**config.mk**
```make
export PLATFORM = sky130hd
export DESIGN_NAME = configurable_crc_bit_serial_unit
export DESIGN_NICKNAME = d
export VERILOG_FILES = /design/src/sv/ccrc_pkg.sv /design/src/sv/configurable_crc_bit_serial_unit.sv
export SDC_FILE = /design/constraint.sdc
export NUM_CORES = 1
export LEC_CHECK = 0
export BUFFER_PORTS_ARGS = -buffer_cell sky130_fd_sc_hd__buf_2
export CAP_MARGIN = 5
export CORE_ASPECT_RATIO = 0.6
export CORE_MARGIN = 2
export CORE_UTILIZATION = 55
export CTS_BUF_LIST = sky130_fd_sc_hd__clkbuf_8
export CTS_CLUSTER_DIAMETER = 30
export CTS_CLUSTER_SIZE = 8
export DETAILED_ROUTE_END_ITERATION = 6
export PLACE_DENSITY = 0.75
export SKIP_CTS_REPAIR_TIMING = 1
export SYNTH_ARGS = -nofsm -noshare
export SYNTH_HDL_FRONTEND = slang
export SYNTH_SLANG_ARGS = --single-unit
```
**constraint.sdc**
```tcl
create_clock -name clk -period 2.8 [get_ports clk]
set_input_delay 0.42 -clock clk [delete_from_list [all_inputs] [get_ports clk]]
set_output_delay 0.42 -clock clk [all_outputs]
set_load 0.02 [all_outputs]
```
**src/sv/ccrc_pkg.sv**
```systemverilog
// Constants, register indexes and helper functions for the configurable bit-serial CRC unit.
package ccrc_pkg;

  localparam int MAX_CRC_BITS = 32;
  localparam int CRC_W = 32;
  localparam int WIDTH_W = $clog2(MAX_CRC_BITS + 1);
  localparam int ORDER_W = 3;
  localparam int CFG_IDX_W = 2;

  localparam logic [CFG_IDX_W-1:0] REG_POLYNOMIAL = 2'd0;
  localparam logic [CFG_IDX_W-1:0] REG_ORDER_BYTES = 2'd1;
  localparam logic [CFG_IDX_W-1:0] REG_INITIAL_VALUE = 2'd2;
  localparam logic [CFG_IDX_W-1:0] REG_OUTPUT_XOR = 2'd3;

  localparam logic [ORDER_W-1:0] ORDER_MIN = 3'd1;
  localparam logic [ORDER_W-1:0] ORDER_MAX = 3'd4;
  localparam logic [ORDER_W-1:0] ORDER_RESET = 3'd4;

  typedef logic [CRC_W-1:0] crc_t;

  // CRC width in bits: order clamped to 1..4 bytes, then limited to MAX_CRC_BITS.
  function automatic logic [WIDTH_W-1:0] crc_width(input logic [ORDER_W-1:0] ob);
    logic [ORDER_W-1:0] obc;
    logic [WIDTH_W:0] w;
    obc = ob;
    if (obc < ORDER_MIN) obc = ORDER_MIN;
    if (obc > ORDER_MAX) obc = ORDER_MAX;
    w = {1'b0, obc, 3'b000};
    if (w > (WIDTH_W + 1)'(MAX_CRC_BITS)) w = (WIDTH_W + 1)'(MAX_CRC_BITS);
    return w[WIDTH_W-1:0];
  endfunction

  function automatic crc_t width_mask(input logic [WIDTH_W-1:0] w);
    logic [CRC_W:0] m;
    m = ({{CRC_W{1'b0}}, 1'b1} << w) - 1'b1;
    return m[CRC_W-1:0];
  endfunction

endpackage

```
**src/sv/configurable_crc_bit_serial_unit.sv**
```systemverilog
// Configurable 8 to 32 bit MSB-first bit-serial CRC unit with registered input and result.
// A bit accepted into the input stage is folded into the CRC register by the single LFSR
//   step; a last bit's result word is registered once any pending result is taken.
// Throughput: one bit per cycle, unless a last bit waits for a pending result word.
// Reset (rst, synchronous): registers go to their defaults (order 4 bytes, others 0), the
//   pipeline empties and the next bit starts a fresh message.
module configurable_crc_bit_serial_unit
  import ccrc_pkg::*;
(
  input  logic                 clk,
  input  logic                 rst,
  input  logic                 in_valid,
  output logic                 in_ready,
  input  logic                 data_bit,
  input  logic                 last_bit,
  output logic                 out_valid,
  input  logic                 out_ready,
  output logic [CRC_W-1:0]     crc_value,
  input  logic                 cfg_valid,
  output logic                 cfg_ready,
  input  logic [CFG_IDX_W-1:0] cfg_index,
  input  logic [CRC_W-1:0]     cfg_data
);

  crc_t               polynomial;
  logic [ORDER_W-1:0] order_bytes;
  crc_t               initial_value;
  crc_t               output_xor;

  crc_t running_crc;
  crc_t running_crc_next;
  logic in_message;

  logic s1_valid;
  logic s1_bit;
  logic s1_last;
  logic s1_advance;

  logic [WIDTH_W-1:0] width;
  crc_t mask;
  crc_t top_sel;
  crc_t crc_start;
  logic fb;

  assign cfg_ready = 1'b1;

  always_ff @(posedge clk) begin
    if (rst) begin
      polynomial <= '0;
      order_bytes <= ORDER_RESET;
      initial_value <= '0;
      output_xor <= '0;
    end else if (cfg_valid) begin
      case (cfg_index)
        REG_POLYNOMIAL:    polynomial <= cfg_data;
        REG_ORDER_BYTES:   order_bytes <= cfg_data[ORDER_W-1:0];
        REG_INITIAL_VALUE: initial_value <= cfg_data;
        REG_OUTPUT_XOR:    output_xor <= cfg_data;
        default: ;
      endcase
    end
  end

  // A stage holding a non-last bit never waits on the result side.
  assign s1_advance = !s1_last || !out_valid || out_ready;
  assign in_ready = !s1_valid || s1_advance;

  always_ff @(posedge clk) begin
    if (rst) begin
      s1_valid <= 1'b0;
    end else if (in_ready) begin
      s1_valid <= in_valid;
    end
  end

  always_ff @(posedge clk) begin
    if (in_ready && in_valid) begin
      s1_bit <= data_bit;
      s1_last <= last_bit;
    end
  end

  // One LFSR step
  always_comb begin
    width = crc_width(order_bytes);
    mask = width_mask(width);
    top_sel = mask ^ (mask >> 1);
    crc_start = (in_message ? running_crc : initial_value) & mask;
    fb = (|(crc_start & top_sel)) ^ s1_bit;
    running_crc_next = (crc_start << 1) & mask;
    if (fb) begin
      running_crc_next = running_crc_next ^ (polynomial & mask);
    end
  end

  always_ff @(posedge clk) begin
    if (rst) begin
      running_crc <= '0;
      in_message <= 1'b0;
    end else if (s1_valid && s1_advance) begin
      if (s1_last) begin
        running_crc <= initial_value & mask;
        in_message <= 1'b0;
      end else begin
        running_crc <= running_crc_next;
        in_message <= 1'b1;
      end
    end
  end

  always_ff @(posedge clk) begin
    if (rst) begin
      out_valid <= 1'b0;
    end else if (s1_valid && s1_last && s1_advance) begin
      out_valid <= 1'b1;
    end else if (out_ready) begin
      out_valid <= 1'b0;
    end
  end

  always_ff @(posedge clk) begin
    if (s1_valid && s1_last && s1_advance) begin
      crc_value <= (running_crc_next ^ output_xor) & mask;
    end
  end

  a_reset_empty: assert property (@(posedge clk) $past(rst) |-> !out_valid && !s1_valid)
    else $error("pipeline not empty after reset");

  a_stall_holds: assert property (@(posedge clk) disable iff (rst)
    s1_valid && !s1_advance |=> s1_valid && $stable(s1_last) && $stable(s1_bit))
    else $error("input stage lost its word while stalled");

  a_result_source: assert property (@(posedge clk) disable iff (rst)
    $rose(out_valid) |-> $past(s1_valid && s1_last))
    else $error("result word without a last bit");

  a_message_restart: assert property (@(posedge clk) disable iff (rst)
    s1_valid && s1_last && s1_advance |=> !in_message)
    else $error("message state not cleared after last bit");

  a_no_overwrite: assert property (@(posedge clk) disable iff (rst)
    out_valid && !out_ready |=> out_valid && $stable(crc_value))
    else $error("pending result word overwritten");

endmodule

```
* After elaboration in Yosys (flattened, before gate mapping) *
Cells that the tools add are included.

word-level totals
  bits in registers = 168
  output and inout port bits = 35
  word-level logic and storage cells = 55
  input port bits = 41

cells by class
  reduce and logical (&&, ||, !) cells = 17
  order comparisons = 3
  muxes and demuxes = 9
  shifts and indexed selects = 1
  bitwise gates (word level) = 10
  add/sub/neg operators = 1
  equal/unequal tests = 3

operator list
  cell                   number
  $and 32x32->32         6
  $mux 32                3
  $xor 32x32->32         2
  $reduce_or 32->1       1
  $shl 1x6->32 const A   1
  $sub 32x1->32 const B  1
  $xor 32x31->32         1
  $reduce_and 2->1       4
  $gt 6x6->1 const B     1
  $mux 3                 2
  $mux 6                 1
  $eq 2x2->1 const B     2
  $logic_and 1x1->1      4
  $gt 3x3->1 const B     1
  $logic_not 1->1        3
  $logic_or 1x1->1       3
  $lt 3x1->1 const B     1
  $mux 1                 3
  $eq 2x1->1 const B     1
  $logic_not 2->1        1
  $reduce_bool 2->1      1
  $xor 1x1->1            1

* Logic depth before layout (Yosys ltp) *
Gate-level depths: netlist of run 1.

  depth in word-level cells = 15
  depth in mapped cells = 8
  gate-level depth less buffers = 6

* Least setup slack after synthesis of run 1 *
OpenSTA, ideal clock, no wires.

  kind = register to register
  start = register in_message
  end = register crc_value[24] (data pin)
  required time = 2545 ps
  setup time = 255 ps
  arrival time = 2111 ps
  slack = 434 ps
  period minus slack after synthesis = 2366 ps
  cell stages (with the launch flop) = 9
  path buffers = 2
  path through = dfxtp_1 -> buf_2 -> mux2i_1 -> nor3_1 -> nor3_4 -> buf_4 -> mux2i_1 -> xnor3_1 -> and2_1

between the ends
  cells in the longest elaborated chain, start to end = 8
  elaborated cells between the ends (all ways) = 10
  classes of those cells = 2 x mux; 7 x bitwise; 1 x reduce/logical

ends and longest elaborated chain
  item                    line                                     RTL
  from (decl)             configurable_crc_bit_serial_unit.sv:32   logic in_message;
  from (signal assigned)  configurable_crc_bit_serial_unit.sv:99   in_message <= 1'b0;
  from (signal assigned)  configurable_crc_bit_serial_unit.sv:103  in_message <= 1'b0;
  from (signal assigned)  configurable_crc_bit_serial_unit.sv:106  in_message <= 1'b1;
  $mux 32 (*)             configurable_crc_bit_serial_unit.sv:88   crc_start = (in_message ? running_crc : initial_value) & mask;
  $and 32x32->32 (*)      configurable_crc_bit_serial_unit.sv:88
  $and 32x32->32          configurable_crc_bit_serial_unit.sv:89   fb = (|(crc_start & top_sel)) ^ s1_bit;
  $reduce_or 32->1        configurable_crc_bit_serial_unit.sv:89
  $xor 1x1->1             configurable_crc_bit_serial_unit.sv:89
  $mux 32 (*)             configurable_crc_bit_serial_unit.sv:91   if (fb) begin
  $xor 32x32->32 (*)      configurable_crc_bit_serial_unit.sv:123  crc_value <= (running_crc_next ^ output_xor) & mask;
  $and 32x32->32 (*)      configurable_crc_bit_serial_unit.sv:123
  to (signal assigned)    configurable_crc_bit_serial_unit.sv:123
  to (decl)               configurable_crc_bit_serial_unit.sv:18   output logic [CRC_W-1:0] crc_value,

Mark *: on every way between the ends. The rest lies on a longest branch, timed or not.
A chain may end at the register's enable or synchronous reset.

* Final worst setup path of run 1 *
  start = register in_message
  end = register crc_value[27] (data pin)

Same word-level chain as after synthesis.

==> run_summary.xml, run 1 <==
<?xml version="1.0" encoding="UTF-8"?>
<metrics>
  <group name="status">
    <metric name="run_status" unit="">completed</metric>
  </group>
  <group name="grt">
    <metric name="grt_pass1_vias" unit="">5951</metric>
    <metric name="grt_first_pass_wirelength" unit="µm">31300</metric>
    <metric name="globalRoute.totalOverflow" unit="">0</metric>
    <metric name="groute.usage.overall" unit="">0.255</metric>
    <metric name="grt_antenna_before_repair" unit="">0</metric>
    <metric name="grt_start_max_net_pins" unit="">64</metric>
  </group>
  <group name="worst_setup_path">
    <metric name="cp_data_required_time" unit="ps">3120</metric>
    <metric name="crit_path_frequent_cell" unit="">sky130_fd_sc_hd__mux2i_1</metric>
    <metric name="cp_slowest_cell" unit="">sky130_fd_sc_hd__dfxtp_2</metric>
    <metric name="worst_path_largest_cell_delay" unit="ps">510</metric>
    <metric name="timing.critical_path.arrival" unit="ps">2850</metric>
    <metric name="worstSetupEndpointType" unit="">flip-flop</metric>
    <metric name="worstPathMaxFanout" unit="">10</metric>
    <metric name="gate_family_responsible_for_the_most_delay_along_the_worst_path" unit="">multiplexers</metric>
    <metric name="timing_worst_setup_path_type" unit="">flip-flop to flip-flop</metric>
    <metric name="crit_chain" unit="">mux2i_1, nor4b_2, nor3_4, buf_4, mux2i_1, xor3_1, nor2_1</metric>
    <metric name="number_of_buffer_and_inverter_stages_on_the_critical_path" unit="">1</metric>
    <metric name="timing.critical_path.from_type" unit="">flip-flop</metric>
  </group>
  <group name="place">
    <metric name="port_buffers" unit="">74</metric>
    <metric name="post-dp-hpwl" unit="µm">11700</metric>
    <metric name="placed_cells" unit="">1090</metric>
    <metric name="globalplace.congestion" unit="">0.768</metric>
  </group>
  <group name="timing">
    <metric name="max_clock_freq" unit="MHz">395</metric>
    <metric name="share_of_the_clock_period_used_by_the_worst_path" unit="">0.905</metric>
    <metric name="skew" unit="ps">21.6</metric>
    <metric name="slew_headroom" unit="">0.242</metric>
    <metric name="timing_hold_violations_final" unit="">0</metric>
    <metric name="fin_worst_hold_slack" unit="ps">136</metric>
    <metric name="sum_of_negative_setup_slack" unit="ps">0</metric>
    <metric name="timing_worst_slew_pin_value" unit="ps">1130</metric>
    <metric name="rsz0062_at_grt" unit="">no</metric>
    <metric name="shortest_clock_period_the_worst_path_allows_after_layout" unit="ps">2530</metric>
    <metric name="setup_viol" unit="">0</metric>
    <metric name="timing_max_transition_violations_final" unit="">0</metric>
  </group>
  <group name="detailed_routing">
    <metric name="routed-via-count" unit="">6217</metric>
    <metric name="final_antenna_violating_net_count" unit="">0</metric>
    <metric name="drc" unit="">0</metric>
    <metric name="route.detailed.wl_per_inst" unit="µm">17.1</metric>
    <metric name="wl" unit="µm">19200</metric>
    <metric name="post_drt_via_cell_ratio" unit="">5.55</metric>
    <metric name="drt_iter0_drcs" unit="">481</metric>
    <metric name="detailroute.wirelength.met2" unit="µm">8390</metric>
    <metric name="wl_met3" unit="µm">1140</metric>
    <metric name="drt_pass1_iterations" unit="">5</metric>
    <metric name="routedLengthMet1" unit="µm">9530</metric>
    <metric name="route.top_layer_used" unit="">met4</metric>
  </group>
  <group name="synthesis">
    <metric name="ys_warn_count" unit="">0</metric>
    <metric name="ys_seq_elements" unit="">168</metric>
    <metric name="synth_area_per_cell" unit="µm²">9.19</metric>
    <metric name="postSynthNetCount" unit="">903</metric>
    <metric name="synth_area_leaders" unit="">sky130_fd_sc_hd__dfxtp_1 (34%), sky130_fd_sc_hd__edfxtp_1 (13%), sky130_fd_sc_hd__nand2_1 (11%), sky130_fd_sc_hd__mux2i_1 (8.2%), sky130_fd_sc_hd__a21oi_1 (7.2%)</metric>
    <metric name="post_synth_inst_count" unit="">862</metric>
    <metric name="yosys.area.top_type" unit="">sky130_fd_sc_hd__dfxtp_1</metric>
    <metric name="synth_sequential_area_ratio" unit="">0.468</metric>
    <metric name="ys.flop_type" unit="">sky130_fd_sc_hd__dfxtp_1</metric>
    <metric name="netlist.area_leader.share" unit="">0.339</metric>
    <metric name="yosys.cell_types.count" unit="">37</metric>
    <metric name="syn_area" unit="µm²">7920</metric>
    <metric name="post_synthesis_async_set_or_reset_flop_share" unit="">0</metric>
    <metric name="synth_enable_flop_cells" unit="">34</metric>
  </group>
  <group name="clock_tree">
    <metric name="clk_path_buf_depth" unit="">2</metric>
    <metric name="tritoncts_clock_tree" unit="">done</metric>
    <metric name="clock_tree.htree_level_count" unit="">4</metric>
    <metric name="clk_root_buffer_cell" unit="">sky130_fd_sc_hd__clkbuf_8</metric>
    <metric name="worst_skew_pair.late_latency" unit="ps">460</metric>
    <metric name="tritoncts_sink_count" unit="">168</metric>
    <metric name="numCtsBuffers" unit="">17</metric>
    <metric name="clk_pin_slew_worst_paths" unit="ps">80</metric>
  </group>
  <group name="floorplanning">
    <metric name="dieHeight" unit="µm">97.0</metric>
    <metric name="fp.dieW" unit="µm">159</metric>
    <metric name="die_area" unit="µm²">15400</metric>
    <metric name="fp.coreArea" unit="µm²">13900</metric>
    <metric name="start_util" unit="">0.571</metric>
    <metric name="ios" unit="">76</metric>
    <metric name="std_cell_rows" unit="">33</metric>
  </group>
  <group name="finish">
    <metric name="layout.nets" unit="">958</metric>
    <metric name="fill_cells" unit="">1170</metric>
    <metric name="post-route-util" unit="">0.637</metric>
    <metric name="insertedDiodeCount" unit="">0</metric>
    <metric name="drive_gt1_frac" unit="">0.141</metric>
    <metric name="top_library_cells_by_usage_in_the_layout_fill_and_taps_aside" unit="">sky130_fd_sc_hd__nand2_1 (228), sky130_fd_sc_hd__dfxtp_1 (133), sky130_fd_sc_hd__a21oi_1 (114)</metric>
    <metric name="syn_to_final_growth" unit="%">11.6</metric>
    <metric name="layoutNonFillerInstCount" unit="">1121</metric>
    <metric name="layout_commonest_cell" unit="">sky130_fd_sc_hd__nand2_1</metric>
  </group>
  <group name="power">
    <metric name="power-per-cell-area" unit="nW/µm²">538</metric>
    <metric name="ir_drop_worst_case_vdd" unit="V">0.000284</metric>
    <metric name="total_leakage_power" unit="nW">3.43</metric>
  </group>
  <group name="hold_path">
    <metric name="min-delay-path-class" unit="">input pin to flip-flop</metric>
  </group>
  <group name="job">
    <metric name="timing.max_cap.violations" unit="">0</metric>
  </group>
</metrics>
==> Yosys cell counts (all sizes together), types with 4 or more instances <==
| master | instances |
|---|---|
| nand3 | 4 |
| nor2 | 29 |
| o22ai | 31 |
| buf | 11 |
| a21oi | 114 |
| nor3 | 5 |
| a22oi | 16 |
| mux2i | 65 |
| and3 | 17 |
| nand2 | 228 |
| xnor2 | 10 |
| xor3 | 21 |
| clkbuf | 51 |
| dfxtp | 134 |
| nand2b | 33 |
| edfxtp | 34 |
| nor2b | 6 |
| xor2 | 30 |
==> through the flow <==
stage          power, mW  setup slack (ps)  cell area (µm²)
2_1_floorplan       2.99               434             7920
3_3_place_gp        3.15               394             8480
3_5_place_dp        3.16               293             8480
4_1_cts             4.76               265             8840
5_1_grt             4.92              88.5             8840
6_report            4.75               267             8840
==> logic make-up after synthesis <==
logic type / Yosys count / synth area share
xor gates and xnor gates: 64 / 0.116
AOI/OAI and AO/OA: 167 / 0.117
and+or+nand+nor: 332 / 0.184
DFF: 168 / 0.468
buffers and inverters: 65 / 0.0340
muxes: 65 / 0.0821
other: 1 / 0.000473
==> sequential cells by signal (all words and copies together) (netlist names), 3 cells and up <==
| register | cells |
|---|---|
| polynomial | 32 |
| order_bytes | 3 |
| output_xor | 32 |
| crc_value | 32 |
| running_crc | 32 |
| initial_value | 32 |
==> where the power goes <==
| part | switching, mW | leakage [nW] | internal [mW] | total (mW) |
|---|---|---|---|---|
| combinational | 0.311 | 1.83 | 0.204 | 0.514 |
| sequential | 0.0512 | 1.40 | 2.55 | 2.60 |
| clock | 0.882 | 0.200 | 0.756 | 1.64 |
==> metal layers <==
metal,vias to the layer above,GRT usage
met5,-,0
met4,0,0.0713
met3,14,0.0480
met2,183,0.395
met1,2988,0.367
li1,3032,-
==> worst paths after layout <==
check	to	cells past startpoint	startpoint	slack (ps)
max	crc_value[27]	7	in_message	270
min	s1_last	1	last_bit	140
max reg2reg	crc_value[27]	7	in_message	270
min reg2reg	output_xor[11]	2	output_xor[11]	460
==> area by class of cell <==
class	instances	area [µm²]	share of cell area
Sequential cell	168	3700	0.419
Multi-Input combinational cell	629	3960	0.448
Clock inverter	11	85.1	0.00963
Tap cell	192	240	0.0272
Clock buffer	20	275	0.0311
Timing Repair Buffer	98	566	0.0640
Inverter	3	11.3	0.00127
Note: power is estimated with default switching activity, not from simulation.
==> run 2: changes to the inputs <==
- CORE_MARGIN: 2 -> unset
- CTS_BUF_LIST: sky130_fd_sc_hd__clkbuf_8 -> unset
- CTS_CLUSTER_SIZE: 8 -> 40
==> run 2 against run 1 <==
  * Sequential power is essentially flat
  * Critical endpoint is now crc_value[23]
  * Utilization grew 2.0 points
  * Non-clock buffer count shrank 1
  * Sequential share of layout area shrank 1.1 points
  * Clock skew fell by 8.9 ps
  * Critical path depth unchanged
==> run_summary.xml, run 2 (synthesis results as in run 1) <==
<?xml version="1.0" encoding="UTF-8"?>
<metrics>
  <group name="worst_setup_path">
    <metric name="cp_slowest_cell" unit="">sky130_fd_sc_hd__dfxtp_2</metric>
    <metric name="worstSetupEndpointType" unit="">flip-flop</metric>
    <metric name="worst_path_largest_cell_delay" unit="ps">550</metric>
    <metric name="timing.critical_path.from_type" unit="">flip-flop</metric>
    <metric name="number_of_cells_on_the_worst_reg_to_reg_path" unit="">7</metric>
    <metric name="timing_worst_setup_path_type" unit="">flip-flop to flip-flop</metric>
    <metric name="critical_path_cell_count" unit="">7</metric>
    <metric name="number_of_buffer_and_inverter_stages_on_the_critical_path" unit="">1</metric>
    <metric name="gate_family_responsible_for_the_most_delay_along_the_worst_path" unit="">multiplexers</metric>
    <metric name="worstPathMaxFanout" unit="">16</metric>
    <metric name="cp_data_required_time" unit="ps">3090</metric>
    <metric name="crit_path_frequent_cell" unit="">sky130_fd_sc_hd__mux2i_1</metric>
    <metric name="timing.critical_path.arrival" unit="ps">2780</metric>
    <metric name="crit_chain" unit="">mux2i_1, nor4b_2, nor3_4, buf_4, mux2i_1, xor3_1, nor2_1</metric>
  </group>
  <group name="timing">
    <metric name="share_of_the_clock_period_used_by_the_worst_path" unit="">0.889</metric>
    <metric name="max_clock_freq" unit="MHz">402</metric>
    <metric name="fin_worst_hold_slack" unit="ps">173</metric>
    <metric name="sum_of_negative_setup_slack" unit="ps">0</metric>
    <metric name="timing_hold_violations_final" unit="">0</metric>
    <metric name="setup_viol" unit="">0</metric>
    <metric name="shortest_clock_period_the_worst_path_allows_after_layout" unit="ps">2490</metric>
    <metric name="timing_max_transition_violations_final" unit="">0</metric>
    <metric name="skew" unit="ps">12.8</metric>
    <metric name="timing_worst_slew_pin_value" unit="ps">1130</metric>
    <metric name="rsz0062_at_grt" unit="">no</metric>
    <metric name="slew_headroom" unit="">0.243</metric>
  </group>
  <group name="clock_tree">
    <metric name="clk_path_buf_depth" unit="">2</metric>
    <metric name="tritoncts_clock_tree" unit="">done</metric>
    <metric name="clk_root_buffer_cell" unit="">sky130_fd_sc_hd__clkbuf_16</metric>
    <metric name="clock_tree.htree_level_count" unit="">4</metric>
    <metric name="worst_skew_pair.late_latency" unit="ps">430</metric>
    <metric name="tritoncts_sink_count" unit="">168</metric>
    <metric name="clk_pin_slew_worst_paths" unit="ps">60</metric>
    <metric name="numCtsBuffers" unit="">17</metric>
  </group>
  <group name="floorplanning">
    <metric name="fp.coreArea" unit="µm²">13800</metric>
    <metric name="std_cell_rows" unit="">33</metric>
    <metric name="die_area" unit="µm²">14900</metric>
    <metric name="fp.dieW" unit="µm">157</metric>
    <metric name="ios" unit="">76</metric>
    <metric name="start_util" unit="">0.573</metric>
    <metric name="dieHeight" unit="µm">95.0</metric>
  </group>
  <group name="status">
    <metric name="run_status" unit="">completed</metric>
  </group>
  <group name="hold_path">
    <metric name="min-delay-path-class" unit="">input pin to flip-flop</metric>
    <metric name="count_of_cells_along_the_worst_hold_path" unit="">1</metric>
  </group>
  <group name="power">
    <metric name="ir_drop_worst_case_vdd" unit="V">0.000379</metric>
    <metric name="power-per-cell-area" unit="nW/µm²">606</metric>
    <metric name="report.power.total" unit="mW">5.50</metric>
    <metric name="total_leakage_power" unit="nW">3.51</metric>
  </group>
  <group name="detailed_routing">
    <metric name="routed-via-count" unit="">6219</metric>
    <metric name="drt_iter0_drcs" unit="">617</metric>
    <metric name="route.detailed.wl_per_inst" unit="µm">17.1</metric>
    <metric name="drt_pass1_iterations" unit="">5</metric>
    <metric name="wl" unit="µm">19200</metric>
    <metric name="final_antenna_violating_net_count" unit="">0</metric>
    <metric name="post_drt_via_cell_ratio" unit="">5.55</metric>
    <metric name="drc" unit="">0</metric>
  </group>
  <group name="place">
    <metric name="post-dp-hpwl" unit="µm">11600</metric>
    <metric name="port_buffers" unit="">74</metric>
    <metric name="globalplace.congestion" unit="">0.775</metric>
  </group>
  <group name="finish">
    <metric name="top_library_cells_by_usage_in_the_layout_fill_and_taps_aside" unit="">sky130_fd_sc_hd__nand2_1 (228), sky130_fd_sc_hd__dfxtp_1 (133), sky130_fd_sc_hd__a21oi_1 (114)</metric>
    <metric name="drive_gt1_frac" unit="">0.144</metric>
    <metric name="insertedDiodeCount" unit="">0</metric>
    <metric name="layout.nets" unit="">957</metric>
    <metric name="fill_cells" unit="">1133</metric>
    <metric name="layout_commonest_cell" unit="">sky130_fd_sc_hd__nand2_1</metric>
    <metric name="syn_to_final_growth" unit="%">14.7</metric>
  </group>
  <group name="grt">
    <metric name="groute.usage.overall" unit="">0.275</metric>
    <metric name="grt_pass1_vias" unit="">5955</metric>
    <metric name="grt_first_pass_wirelength" unit="µm">31000</metric>
    <metric name="grt_start_max_net_pins" unit="">74</metric>
    <metric name="globalRoute.totalOverflow" unit="">0</metric>
    <metric name="grt_antenna_before_repair" unit="">0</metric>
  </group>
  <group name="job">
    <metric name="timing.max_cap.violations" unit="">0</metric>
  </group>
</metrics>
run 2: path summary, 6_finish.rpt:
check,from,slack (ps),endpoint
worst max-delay path,in_message,310,crc_value[23]
worst min-delay path,data_bit,170,s1_bit
worst max register to register,in_message,310,crc_value[23]
worst min register to register,output_xor[25],460,output_xor[25]
run 2: layer usage:
layer	wire, µm	vias to the layer above	global-route usage
met1	9100	2928	0.380
met5	0	-	0
met3	1340	22	0.0546
met2	8520	225	0.443
li1	-	3044	-
met4	203	0	0.0719
run 2: power by group:
part	internal (mW)	switching, mW	leakage [nW]
combinational	0.205	0.308	1.83
clock	1.36	1.02	0.289
sequential	2.55	0.0513	1.40
run 2: through the flow:
stage / setup WS, ps / instance area, µm² / instances / util
3_3_place_gp: 403 / 8480 / 1089 / 0.613
3_5_place_dp: 326 / 8480 / 1089 / 0.613
2_1_floorplan: 434 / 7920 / 862 / -
5_1_grt: 98.7 / 9080 / 1121 / 0.657
4_1_cts: 305 / 9080 / 1121 / 0.657
6_report: 311 / 9080 / 1121 / 0.657
run 2: area by class of cell:
cell class	instances	area (µm²)	share of cell area
multi-input combinational	629	3960	0.435
sequential	168	3700	0.408
timing repair buffer	97	571	0.0628
clock buffer	22	495	0.0545
tap	192	240	0.0264
clock inverter	10	106	0.0117
inverter	3	11.3	0.00124
